### src/sv/sfl_pkg.sv
// Types and constants shared across the stereo flanger modules.
`timescale 1ns / 1ps

package sfl_pkg;

  localparam int DELAY_DEPTH_DEF = 512;
  localparam int SAMPLE_W        = 16;
  localparam int FRAC_W          = 16;
  localparam int STEP_W          = 16;
  localparam logic [STEP_W-1:0] STEP_RESET = 16'd131;

  // Output queue: depth covers the frames in the pipeline plus one word.
  localparam int OQ_DEPTH = 4;
  localparam int OQ_AW    = 2;
  localparam int OQ_CW    = 3;

  typedef struct packed {
    logic signed [SAMPLE_W-1:0] left_in;
    logic signed [SAMPLE_W-1:0] right_in;
    logic                       block_end;
  } sfl_in_t;

  typedef struct packed {
    logic signed [SAMPLE_W-1:0] left_out;
    logic signed [SAMPLE_W-1:0] right_out;
    logic                       block_end_out;
  } sfl_out_t;

  // Per-frame lane control from the sweep controller.
  typedef struct packed {
    logic              wr_en;
    logic              ok1;
    logic              ok2;
    logic [FRAC_W-1:0] frac;
  } sfl_ctl_t;

endpackage

### src/sv/sfl_ctrl.sv
// Write index, fill flag, sweep position and tap address generation.
`timescale 1ns / 1ps

module sfl_ctrl import sfl_pkg::*; #(
  parameter int DELAY_DEPTH = DELAY_DEPTH_DEF
) (
  input  logic                           clk_i,
  input  logic                           rst_ni,
  input  logic                           acc_i,
  input  logic                           cfg_we_i,
  input  logic [STEP_W-1:0]              cfg_wdata_i,
  output logic [$clog2(DELAY_DEPTH)-1:0] rd_addr1_o,
  output logic [$clog2(DELAY_DEPTH)-1:0] rd_addr2_o,
  output logic [$clog2(DELAY_DEPTH)-1:0] wr_addr_o,
  output sfl_ctl_t                       ctl_o
);

  localparam int AW = $clog2(DELAY_DEPTH);
  localparam int OW = $clog2(DELAY_DEPTH + 2);
  localparam int PW = OW + FRAC_W + 1;
  localparam int SW = OW + 1;
  localparam logic [PW-1:0] POS_HALF = {1'b0, OW'(DELAY_DEPTH / 2), {FRAC_W{1'b0}}};
  localparam logic [PW-1:0] POS_TOP  = {1'b0, OW'(DELAY_DEPTH), {FRAC_W{1'b0}}};
  localparam logic [SW-1:0] DEPTH_S  = SW'(DELAY_DEPTH);
  localparam logic [AW-1:0] LAST     = AW'(DELAY_DEPTH - 1);

  logic [AW-1:0]     wi_q, wi_d;
  logic              full_q, full_d;
  logic [PW-1:0]     pos_q, pos_d;
  logic              fall_q, fall_d;
  logic [STEP_W-1:0] step_q;

  logic              neg;
  logic [OW-1:0]     offs;
  logic [FRAC_W-1:0] frac;
  logic [SW-1:0]     sum;
  logic [SW-1:0]     p1w;
  logic [AW-1:0]     p1, p2;
  logic [PW-1:0]     step_ext, pos_mv;

  always_comb begin
    neg  = pos_q[PW-1];
    // Clamp a negative sweep to the entry at the write index.
    offs = neg ? '0 : pos_q[PW-2:FRAC_W];
    frac = neg ? '0 : pos_q[FRAC_W-1:0];
    sum  = SW'(wi_q) + SW'(offs);
    p1w  = (sum >= DEPTH_S) ? (sum - DEPTH_S) : sum;
    p1   = p1w[AW-1:0];
    p2   = (p1 == LAST) ? '0 : (p1 + 1'b1);

    step_ext = {{(PW-STEP_W){1'b0}}, step_q};
    pos_mv   = fall_q ? (pos_q - step_ext) : (pos_q + step_ext);

    wi_d   = wi_q;
    full_d = full_q;
    pos_d  = pos_q;
    fall_d = fall_q;
    if (acc_i) begin
      wi_d   = (wi_q == LAST) ? '0 : (wi_q + 1'b1);
      full_d = full_q | (wi_q == LAST);
      pos_d  = pos_mv;
      if (pos_mv[PW-1]) begin
        fall_d = 1'b0;
      end else if ($signed(pos_mv) > $signed(POS_TOP)) begin
        fall_d = 1'b1;
      end
    end
  end

  always_ff @(posedge clk_i or negedge rst_ni) begin
    if (!rst_ni) begin
      wi_q   <= '0;
      full_q <= 1'b0;
      pos_q  <= POS_HALF;
      fall_q <= 1'b0;
      step_q <= STEP_RESET;
    end else begin
      wi_q   <= wi_d;
      full_q <= full_d;
      pos_q  <= pos_d;
      fall_q <= fall_d;
      if (cfg_we_i) begin
        step_q <= cfg_wdata_i;
      end
    end
  end

  assign rd_addr1_o = p1;
  assign rd_addr2_o = p2;
  assign wr_addr_o  = wi_q;
  // Before the first wrap only entries below the write index hold data.
  assign ctl_o.wr_en = acc_i;
  assign ctl_o.ok1   = full_q || (p1 < wi_q);
  assign ctl_o.ok2   = full_q || (p2 < wi_q);
  assign ctl_o.frac  = frac;

endmodule

### config.mk
export PLATFORM = sky130hd
export DESIGN_NAME = sfl_ctrl
export DESIGN_NICKNAME = d
export VERILOG_FILES = /design/src/sv/sfl_pkg.sv /design/src/sv/sfl_ctrl.sv
export SDC_FILE = /design/constraint.sdc
export NUM_CORES = 1
export LEC_CHECK = 0
export ABC_AREA = 1
export CORE_MARGIN = 4
export CORE_UTILIZATION = 44
export DETAILED_ROUTE_END_ITERATION = 10
export DONT_BUFFER_PORTS = 1
export GPL_TIMING_DRIVEN = 1
export PLACE_DENSITY = 0.63
export SLEW_MARGIN = 10
export SYNTH_ARGS = -nofsm -noshare
export SYNTH_HDL_FRONTEND = slang
export SYNTH_SLANG_ARGS = --single-unit
### constraint.sdc
create_clock -name clk_i -period 4.6 [get_ports clk_i]
set_input_delay 0.23 -clock clk_i [delete_from_list [all_inputs] [get_ports clk_i]]
set_output_delay 0.23 -clock clk_i [all_outputs]
set_load 0.005 [all_outputs]
# [Yosys cells after proc, flatten, opt, wreduce, memory -nomap -nowiden]
# Cells that the tools add are included.
[op_classes] n_lt_le_gt_ge=4 muxes=8 addsub=6 multipliers=0 reduce_logical=4 eq_ne=2 shift=0 bitwise_logic=1 n_div=0
[ops] operator="$add 27x16->27" count=1
[ops] operator="$gt 27x27->1 const B" count=1
[ops] operator="$mux 27" count=1
[ops] operator="$mux 9" count=3
[ops] operator="$sub 27x16->27" count=1
[ops] operator="$add 9x1->9 const B" count=2
[ops] operator="$eq 9x9->1 const B" count=2
[ops] operator="$lt 9x9->1" count=2
[ops] operator="$mux 16" count=1
[ops] operator="$add 9x10->11" count=1
[ops] operator="$ge 11x10->1 const B" count=1
[ops] operator="$mux 10" count=1
[ops] operator="$sub 9x1->9 const B" count=1
[ops] operator="$logic_or 1x1->1" count=2
[ops] operator="$mux 1" count=2
[ops] operator="$reduce_and 2->1" count=1
[ops] operator="$reduce_bool 2->1" count=1
[ops] operator="$or 1x1->1" count=1
[totals] latchBits=0 register_bits=54 elab_cells=30 in_bits=20 rom_bits=0 mem_count=0 mem_bits_rw=0 output_inout_bits=46

# [Logic depth before layout (Yosys ltp)]
# Gate-level depths: netlist of run 1.
[logic_depth] word_depth=8 mapped_depth=27 ltp_nobuf=26

# [Least setup slack after synthesis of run 1]
# No wires, ideal clock.
[synth_path] kind="register to output" from="register pos_q[26]" to="output port ctl_o[16] in the netlist's numbering" t_arrival_ps=3832 path_buffers=3 path_slack_ps=538 path_stages_with_launch=25 cell_sequence="dfrtp_1 buf_2 buf_1 nor2_1 fa_1 a21oi_1 o21ai_2 a21oi_1 o21bai_2 a21oi_1 nor2_1 nor2_1 xor2_1 inv_1 ha_1 buf_2 nor3b_1 ha_1 a21oi_1 o21ai_0 nand2_1 nand2_1 a21oi_1 o21ai_0 o21ai_0"
[synth_lines] item="start, declared" line="sfl_ctrl.sv:29" rtl="logic [PW-1:0] pos_q, pos_d;"
[synth_lines] item="start signal, assigned" line="sfl_ctrl.sv:80" rtl="pos_q <= pos_d;"
[synth_lines] item="end, declared" line="sfl_ctrl.sv:15" rtl="output sfl_ctl_t ctl_o"

==> results.sh, run 1 <==
export IMPL_synth_top_area_share_pct=22.6
export IMPL_cts_buffers_inserted=5
export IMPL_cp_slowest_cell="fa_2"
export IMPL_syn_area_per_cell_um2=6.39
export IMPL_fmax_ghz=0.239
export IMPL_rows=40
export IMPL_crit_path_start="pos_q[16]"
export IMPL_dr_pass1_iters=4
export IMPL_vias=5088
export IMPL_cp_common_cell="nand2_1"
export IMPL_slew_headroom_pct=28.3
export IMPL_wl_per_cell_um=14.0
export IMPL_synth_edf_count=0
export IMPL_tns_ns=0
export IMPL_final_util_pct=49.7
export IMPL_wl_um=14500
export IMPL_antenna_left=0
export IMPL_start_util_pct=45.5
export IMPL_path_max_fanout=8
export IMPL_ys_async_sr_fraction_pct=100
export IMPL_crit_family="adder cells"
export IMPL_cts_root_buf="clkbuf_16"
export IMPL_fin_crit_sh_pct=90.8
export IMPL_clk_latency_ns=0.31
export IMPL_io_pins=66
export IMPL_hold_viol=0
export IMPL_vias_per_cell=4.90
export IMPL_seq_area_frac_synth_pct=24.5
export IMPL_fin_nets=947
export IMPL_die_area_um2=14400
export IMPL_fillers=1292
export IMPL_grt_pass1_wl_um=24200
export IMPL_fin_crit_ns=4.18
export IMPL_antenna_found_initial=0
export IMPL_cts_sinks=54
export IMPL_path_clk_slew_ns=0.08
export IMPL_mostFrequentLayoutCells="nand2_1 (261), inv_1 (163), nor2_1 (76)"
export IMPL_synth_warnings=0
export IMPL_skew_ns=0.00835
export IMPL_worstHoldStart="acc_i"
export IMPL_synth_area_um2=5530
export IMPL_synth_cells=865
export IMPL_cp_end_kind="primary output"
export IMPL_die_x_um=120
export IMPL_first_global_vias=5015
export IMPL_overflow=0
export IMPL_r2r_start="step_q[2]"
export IMPL_path_class="flop to primary output"
export IMPL_drtIter0Drc=291
export IMPL_layout_drive_gt1_share_pct=7.81
export IMPL_port_buffers=0
export IMPL_setup_viol=0
export IMPL_clockBufferDepth=2
export IMPL_cts_tree="done"
export IMPL_slew_violations=0
export IMPL_synth_ff_type="dfrtp_1"
export IMPL_whs_ns=0.0147
export IMPL_crit_arrival_ns=3.95
export IMPL_pre_cts_slack_ns=0.410
export IMPL_critPathBufInv=3
export IMPL_final_common_cell="nand2_1"
export IMPL_setup_slack_ns=0.422
export IMPL_drcViolationCount=0
export IMPL_place_hpwl_um=11700
export IMPL_ys_ff_latch=54
export IMPL_design_core_area_um2=12200
export IMPL_grtUsageTotal_pct=20.9
export IMPL_place_gp_congestion=0.910
export IMPL_max_cap_viol_count=0
export IMPL_die_h_um=120
export IMPL_grt_max_degree=55
export IMPL_synth_area_top_cells="dfrtp_1 (23%), nand2_1 (18%), ha_1 (12%), inv_1 (11%), nor2_1 (5.3%)"
export IMPL_synth_top_area_cell="dfrtp_1"
export IMPL_crit_path_start_kind="flop"
export IMPL_grt_setup_unrepaired="false"
export IMPL_cts_max_level=2
export IMPL_hp_class="primary input to flop"
export IMPL_synth_cell_types=48
export IMPL_worstMarginPinSlew_ns=1.08
export IMPL_required_ns=4.37
export IMPL_insertedDiodeCount=0
export IMPL_synth_nets=942
export IMPL_path_cells="inv_1 -> nor2_1 -> ha_1 -> fa_2 -> ha_1 -> nand2_1 -> nor2_1 -> inv_1 -> nor2_2 -> inv_1 -> nor4_4 -> ha_4 -> nor2_2 -> ha_1 -> o21ai_0 -> nand2_1 -> a21oi_1 -> o21ai_0 -> nand2_1 -> nand2_1 -> a21oi_2 -> o21ai_0 -> o21ai_1"
export IMPL_outcome="finished, final reports clean"
export IMPL_slowest_delay_ns=0.64
export IMPL_area_delta_synth_final_pct=9.21
Yosys cell counts (3+ instances only):
cell	n
ha_1	55
dfstp_2	4
a21oi_1	41
nand3_2	4
nor4_1	3
xor2_1	22
nand2_1	261
nand3_1	26
o21ai_0	58
clkbuf_1	11
nand4_1	9
nand2_2	10
nor2_2	4
o21a_1	5
nor2_1	78
nor3_1	11
inv_1	164
nand3b_1	9
buf_2	3
dfrtp_1	50
inv_2	3
flip-flops by register name (all words and copies together), names as in the netlist:
signal,cells
step_q,16
wr_addr_o,9
pos_q,27
fall_q,1
full_q,1
routing by layer:
metal / up-vias / global-route usage [%] / routed length (µm)
met5: - / 0 / 0
met4: 0 / 5.80 / 331
met3: 25 / 4.90 / 689
met2: 99 / 35.9 / 6820
met1: 2245 / 26.3 / 6680
li1: 2719 / - / -
per-stage QoR:
step,std cells,cell area (µm²)
global route,1039,6040
global placement,1025,5740
floorplan,865,5530
finish,1039,6040
CTS,1038,5970
detailed placement,1025,5740
worst paths after layout:
path	endpoint	slack (ns)	cells after the start
max	ctl_o[16]	0.42	23
min	pos_q[6]	0.01	1
max reg2reg	fall_q	0.92	24
min reg2reg	full_q	0.47	2
max in group asynchronous	pos_q[24]	3.84	2
min in group asynchronous	pos_q[7]	0.44	2
cell type report:
| class | count | area [µm²] | share of cell area (%) |
|---|---|---|---|
| timing repair buffer | 15 | 143 | 2.36 |
| tap | 168 | 210 | 3.48 |
| inverter | 167 | 627 | 10.4 |
| clock inverter | 3 | 40.0 | 0.663 |
| multi-input combinational | 627 | 3540 | 58.6 |
| clock buffer | 5 | 125 | 2.07 |
| sequential | 54 | 1360 | 22.5 |
cells by family (layout without fill, tap and decap cells):
family | count (synthesis) | count (layout) | share of synthesized area, %
buf+inv | 184 | 190 | 12.6
xor+xnor | 25 | 25 | 4.23
compound gates | 120 | 120 | 12.1
simple gates | 425 | 425 | 33.3
flops | 54 | 54 | 24.5
fa+ha+maj | 57 | 57 | 13.2
repair_timing:
action,CTS,global route
endpoints found under the setup margin,0,1
endpoints found under the hold margin,58,0
gates resized for setup,0,14
hold buffers,5,0
buffers inserted,0,1
Power of run 1 is left out: the tool's default activity adds up to more than one toggle a clock period on the data nets, which glitch-free logic cannot reach.
==> run 2, diff against run 1 <==
--- a/config.mk
+++ b/config.mk
@@ -6,7 +6,6 @@
 export NUM_CORES = 1
 export LEC_CHECK = 0
 export ABC_AREA = 1
-export CORE_MARGIN = 4
 export CORE_UTILIZATION = 44
 export DETAILED_ROUTE_END_ITERATION = 10
 export DONT_BUFFER_PORTS = 1
==> run 2 against run 1 <==
Compared with the run above:
- first-iteration DRC count rose by 2.7%
- global-route usage increased by 2.3 points
- sequential share of layout area up 0.10 points
- setup slack lost 0.077 ns
- core utilization barely moved
- clock skew rose by 0.0023 ns
- clock-buffer cell count up 1
- critical endpoint unchanged
==> results.sh, run 2 (same netlist as run 1, synthesis figures left out) <==
export IMPL_outcome="finished, final reports clean"
export IMPL_regArea_um2=1360
export IMPL_place_hpwl_um=11300
export IMPL_slew_violations=0
export IMPL_vias=5170
export IMPL_cts_buffers_inserted=5
export IMPL_stdcell_area_um2=6020
export IMPL_r2r_end="fall_q"
export IMPL_cp_common_cell="nand2_1"
export IMPL_insertedDiodeCount=0
export IMPL_r2r_start="step_q[2]"
export IMPL_required_ns=4.37
export IMPL_start_util_pct=45.7
export IMPL_multi_input_area_um2=3520
export IMPL_dr_pass1_iters=5
export IMPL_path_clk_slew_ns=0.08
export IMPL_placed_area_um2=5740
export IMPL_hold_viol=0
export IMPL_crit_arrival_ns=4.02
export IMPL_place_gp_congestion=0.922
export IMPL_rows=40
export IMPL_r2r_cells=24
export IMPL_critPathBufInv=3
export IMPL_overflow=0
export IMPL_min_to="step_q[4]"
export IMPL_largest_register_ffs=27
export IMPL_wl_per_cell_um=13.8
export IMPL_wl_um=14300
export IMPL_setup_viol=0
export IMPL_fin_nets=945
export IMPL_final_common_cell="nand2_1"
export IMPL_mostFrequentLayoutCells="nand2_1 (261), inv_1 (163), nor2_1 (76)"
export IMPL_vias_per_cell=4.99
export IMPL_hold_depth=1
export IMPL_max_cap_viol_count=0
export IMPL_grt_pass1_wl_um=23700
export IMPL_antenna_left=0
export IMPL_crit_path_start_kind="flop"
export IMPL_fin_crit_sh_pct=92.5
export IMPL_pre_cts_slack_ns=0.317
export IMPL_path_cells="inv_1 -> nor2_1 -> ha_2 -> fa_2 -> ha_1 -> nand2_1 -> nor2_1 -> inv_1 -> nor2_2 -> inv_1 -> nor4_4 -> ha_4 -> nor2_2 -> ha_1 -> o21ai_0 -> nand2_1 -> a21oi_1 -> o21ai_0 -> nand2_1 -> nand2_1 -> a21oi_1 -> o21ai_0 -> o21ai_1"
export IMPL_layout_drive_gt1_share_pct=7.83
export IMPL_cts_sinks=54
export IMPL_clockBufferDepth=2
export IMPL_path_max_fanout=8
export IMPL_fillers=1274
export IMPL_grtUsageTotal_pct=23.3
export IMPL_die_x_um=114
export IMPL_drtIter0Drc=299
export IMPL_antenna_found_initial=0
export IMPL_rrSetupSlack_ns=1.00
export IMPL_cts_max_level=2
export IMPL_slowest_delay_ns=0.63
export IMPL_skew_ns=0.0107
export IMPL_cp_end_kind="primary output"
export IMPL_tns_ns=0
export IMPL_io_pins=66
export IMPL_grt_max_degree=55
export IMPL_path_class="flop to primary output"
export IMPL_slew_headroom_pct=25.9
export IMPL_cts_tree="done"
export IMPL_cts_root_buf="clkbuf_16"
export IMPL_grt_setup_unrepaired="false"
export IMPL_die_area_um2=13000
export IMPL_hp_class="primary input to flop"
export IMPL_drcViolationCount=0
export IMPL_area_delta_synth_final_pct=8.80
export IMPL_worstMarginPinSlew_ns=1.11
export IMPL_fmax_ghz=0.235
export IMPL_setup_slack_ns=0.345
export IMPL_fin_crit_ns=4.25
export IMPL_port_buffers=0
export IMPL_worstHoldStart="cfg_we_i"
export IMPL_die_h_um=114
export IMPL_cp_slowest_cell="fa_2"
export IMPL_crit_family="adder cells"
export IMPL_first_global_vias=4913
export IMPL_clk_latency_ns=0.32
export IMPL_largest_register="pos_q"
export IMPL_design_core_area_um2=12100
## run 2: cell types whose count changed in the layout (fill, tap and decap cells not counted), moves of 2 or more
cell,delta
a21oi_1,+2
a21oi_2,-2
clkinv_2,-2
dlygate4sd3_1,-2
## run 2: worst max-delay path by stage
stage,slack [ns],from,depth (start not counted),end
detailed placement,0.32,pos_q[26],22,ctl_o[16]
CTS,0.03,pos_q[26],22,ctl_o[16]
floorplan,0.54,pos_q[26],24,ctl_o[16]
global route,0.0005,pos_q[16],24,ctl_o[16]
global placement,0.45,pos_q[26],22,ctl_o[16]
finish,0.35,pos_q[16],23,ctl_o[16]
## run 2: layer usage
metal	share of wire (%)	GRT usage, %
met1	48	30.1
met2	47	40.4
met3	3.2	3.12
met4	2.1	6.84
met5	0	0
## run 2: per-stage QoR
step	std cells	utilization [%]	hold WS [ns]
floorplan	865	-	-0.0656
global placement	1025	47.4	-0.0636
detailed placement	1025	47.4	-0.0637
CTS	1036	49.2	0.00630
global route	1037	49.7	0.0170
finish	1037	49.7	0.0128
## run 2: cell type report
class	instances	area share, %
multi-input combinational	627	58.5
sequential	54	22.6
inverter	167	10.4
tap	168	3.49
clock buffer	6	2.31
timing repair buffer	13	2.04
clock inverter	2	0.645
## run 2: repair_timing
action                                  in CTS  in global routing
endpoints found under the setup margin       1                  1
gates cloned                                 0                  0
endpoints found under the hold margin       57                  0
buffers inserted                             0                  1
gates resized for setup                      1                 12
pin swaps                                    0                  3
hold buffers                                 3                  0
Power of run 2 is left out for the same reason.
==> run 3, diff against run 2 <==
--- a/config.mk
+++ b/config.mk
@@ -6,6 +6,7 @@
 export NUM_CORES = 1
 export LEC_CHECK = 0
 export ABC_AREA = 1
+export CORE_ASPECT_RATIO = 0.8
 export CORE_UTILIZATION = 44
 export DETAILED_ROUTE_END_ITERATION = 10
 export DONT_BUFFER_PORTS = 1
==> run 3 against run 2 <==
Compared with the run above:
- via count grew 0.14%
- wire length is 0.33% lower
- fmax is 1.4% higher
- critical path depth is the same
- worst hold slack better by 0.013 ns
- clock-buffer cell count is the same
- core utilization fell by 0.080 points
- die area about the same
- register-to-register slack worse by 0.11 ns
- clock skew decreased by 0.0058 ns
- critical path type unchanged
- highest routed layer unchanged
==> results.sh, run 3 (same netlist as run 1, synthesis figures left out) <==
export IMPL_outcome="finished, final reports clean"
export IMPL_cts_max_level=2
export IMPL_slew_headroom_pct=25.5
export IMPL_place_hpwl_um=11400
export IMPL_r2r_cells=23
export IMPL_grt_pass1_wl_um=23700
export IMPL_cts_sinks=54
export IMPL_io_pins=66
export IMPL_cts_tree="done"
export IMPL_start_util_pct=45.3
export IMPL_placed_area_um2=5760
export IMPL_layout_drive_gt1_share_pct=8.36
export IMPL_wl_met1_um=7520
export IMPL_clk_latency_ns=0.30
export IMPL_setup_viol=0
export IMPL_fin_crit_ns=4.19
export IMPL_routed_top_layer="met4"
export IMPL_drtIter0Drc=343
export IMPL_path_max_fanout=13
export IMPL_worstHoldStart="acc_i"
export IMPL_wl_per_cell_um=13.7
export IMPL_vias=5177
export IMPL_port_buffers=0
export IMPL_first_global_vias=4898
export IMPL_largest_register_ffs=27
export IMPL_design_core_area_um2=12200
export IMPL_path_class="flop to primary output"
export IMPL_rrSetupSlack_ns=0.89
export IMPL_die_x_um=127
export IMPL_die_h_um=102
export IMPL_cts_buffers_inserted=5
export IMPL_die_area_um2=13000
export IMPL_required_ns=4.37
export IMPL_wl_um=14300
export IMPL_grtUsageTotal_pct=23.3
export IMPL_hold_depth=1
export IMPL_fin_crit_sh_pct=91.2
export IMPL_antenna_left=0
export IMPL_vias_per_cell=4.96
export IMPL_overflow=0
export IMPL_max_cap_viol_count=0
export IMPL_dr_pass1_iters=5
export IMPL_drcViolationCount=0
export IMPL_path_clk_slew_ns=0.08
export IMPL_hold_viol=0
export IMPL_stdcell_area_um2=6050
export IMPL_mostFrequentLayoutCells="nand2_1 (261), inv_1 (163), nor2_1 (77)"
export IMPL_clockBufferDepth=2
export IMPL_final_common_cell="nand2_1"
export IMPL_skew_ns=0.00485
export IMPL_crit_arrival_ns=3.96
export IMPL_grt_max_degree=55
export IMPL_cts_root_buf="clkbuf_16"
export IMPL_min_to="pos_q[6]"
export IMPL_largest_register="pos_q"
export IMPL_r2r_start="step_q[2]"
export IMPL_cp_end_kind="primary output"
export IMPL_wl_met3_um=872
export IMPL_dr_wl_met2_um=5700
export IMPL_place_gp_congestion=0.924
export IMPL_worstMarginPinSlew_ns=1.12
export IMPL_r2r_end="fall_q"
export IMPL_tns_ns=0
export IMPL_fin_nets=949
export IMPL_area_delta_synth_final_pct=9.48
export IMPL_hp_class="primary input to flop"
export IMPL_crit_path_start_kind="flop"
export IMPL_fmax_ghz=0.238
export IMPL_antenna_found_initial=0
export IMPL_final_util_pct=49.6
export IMPL_slew_violations=0
export IMPL_insertedDiodeCount=0
export IMPL_rows=36
==> run 3: layout make-up <==
| cell class | instances | area [µm²] |
|---|---|---|
| fill | 1291 | 6150 |
| multi-input combinational | 627 | 3530 |
| sequential | 54 | 1360 |
| inverter | 167 | 627 |
| tap | 171 | 214 |
| timing repair buffer | 17 | 153 |
| clock buffer | 6 | 139 |
| clock inverter | 2 | 38.8 |
==> run 3: how the worst max path moves through the flow <==
stage,from,to,slack (ns),cells past startpoint
final,pos_q[26],ctl_o[16],0.41,23
after global routing,pos_q[16],ctl_o[16],-0.01,24
after CTS,pos_q[16],ctl_o[16],0.07,23
after detailed placement,pos_q[16],ctl_o[16],0.41,23
after global placement,wr_addr_o[0],ctl_o[16],0.51,21
after floorplan,pos_q[26],ctl_o[16],0.54,24
==> run 3: layer usage <==
layer,GRT usage (%),vias to the layer above
met5,0,-
met4,5.95,0
met3,3.61,22
met2,35.0,124
met1,34.7,2315
li1,-,2716
==> run 3: worst max-delay path, stage by stage, from the launching register on <==
cell and delay (ns):
dfrtp_1 0.38, buf_4 0.22, nor2_1 0.13, fa_2 0.41, a21oi_2 0.16, o21ai_2 0.08, a21oi_1 0.15, o21bai_2 0.09
a21oi_2 0.12, nor2_1 0.04, nor2_1 0.10, xor2_1 0.18, inv_2 0.09, ha_4 0.19, buf_4 0.14, nor3b_4 0.20
ha_1 0.26, a21oi_1 0.14, o21ai_0 0.09, nand2_1 0.06, nand2_1 0.05, a21oi_2 0.12, o21ai_1 0.08, o21ai_1 0.18
==> run 3: repair_timing <==
action | CTS | global route
setup endpoints to repair | 0 | 1
setup buffers | 0 | 2
gates resized for setup | 0 | 15
hold buffers | 3 | 0
endpoints found under the hold margin | 57 | 0
==> run 3: through the flow <==
stage / setup slack (ns) / cells / hold WS [ns]
final: 0.405 / 1044 / 0.0254
after global routing: -0.0133 / 1044 / 0.0143
after CTS: 0.0713 / 1042 / 0.0169
after detailed placement: 0.413 / 1031 / -0.0645
after global placement: 0.511 / 1031 / -0.0647
after floorplan: 0.538 / 865 / -0.0656
Power of run 3 is left out for the same reason.
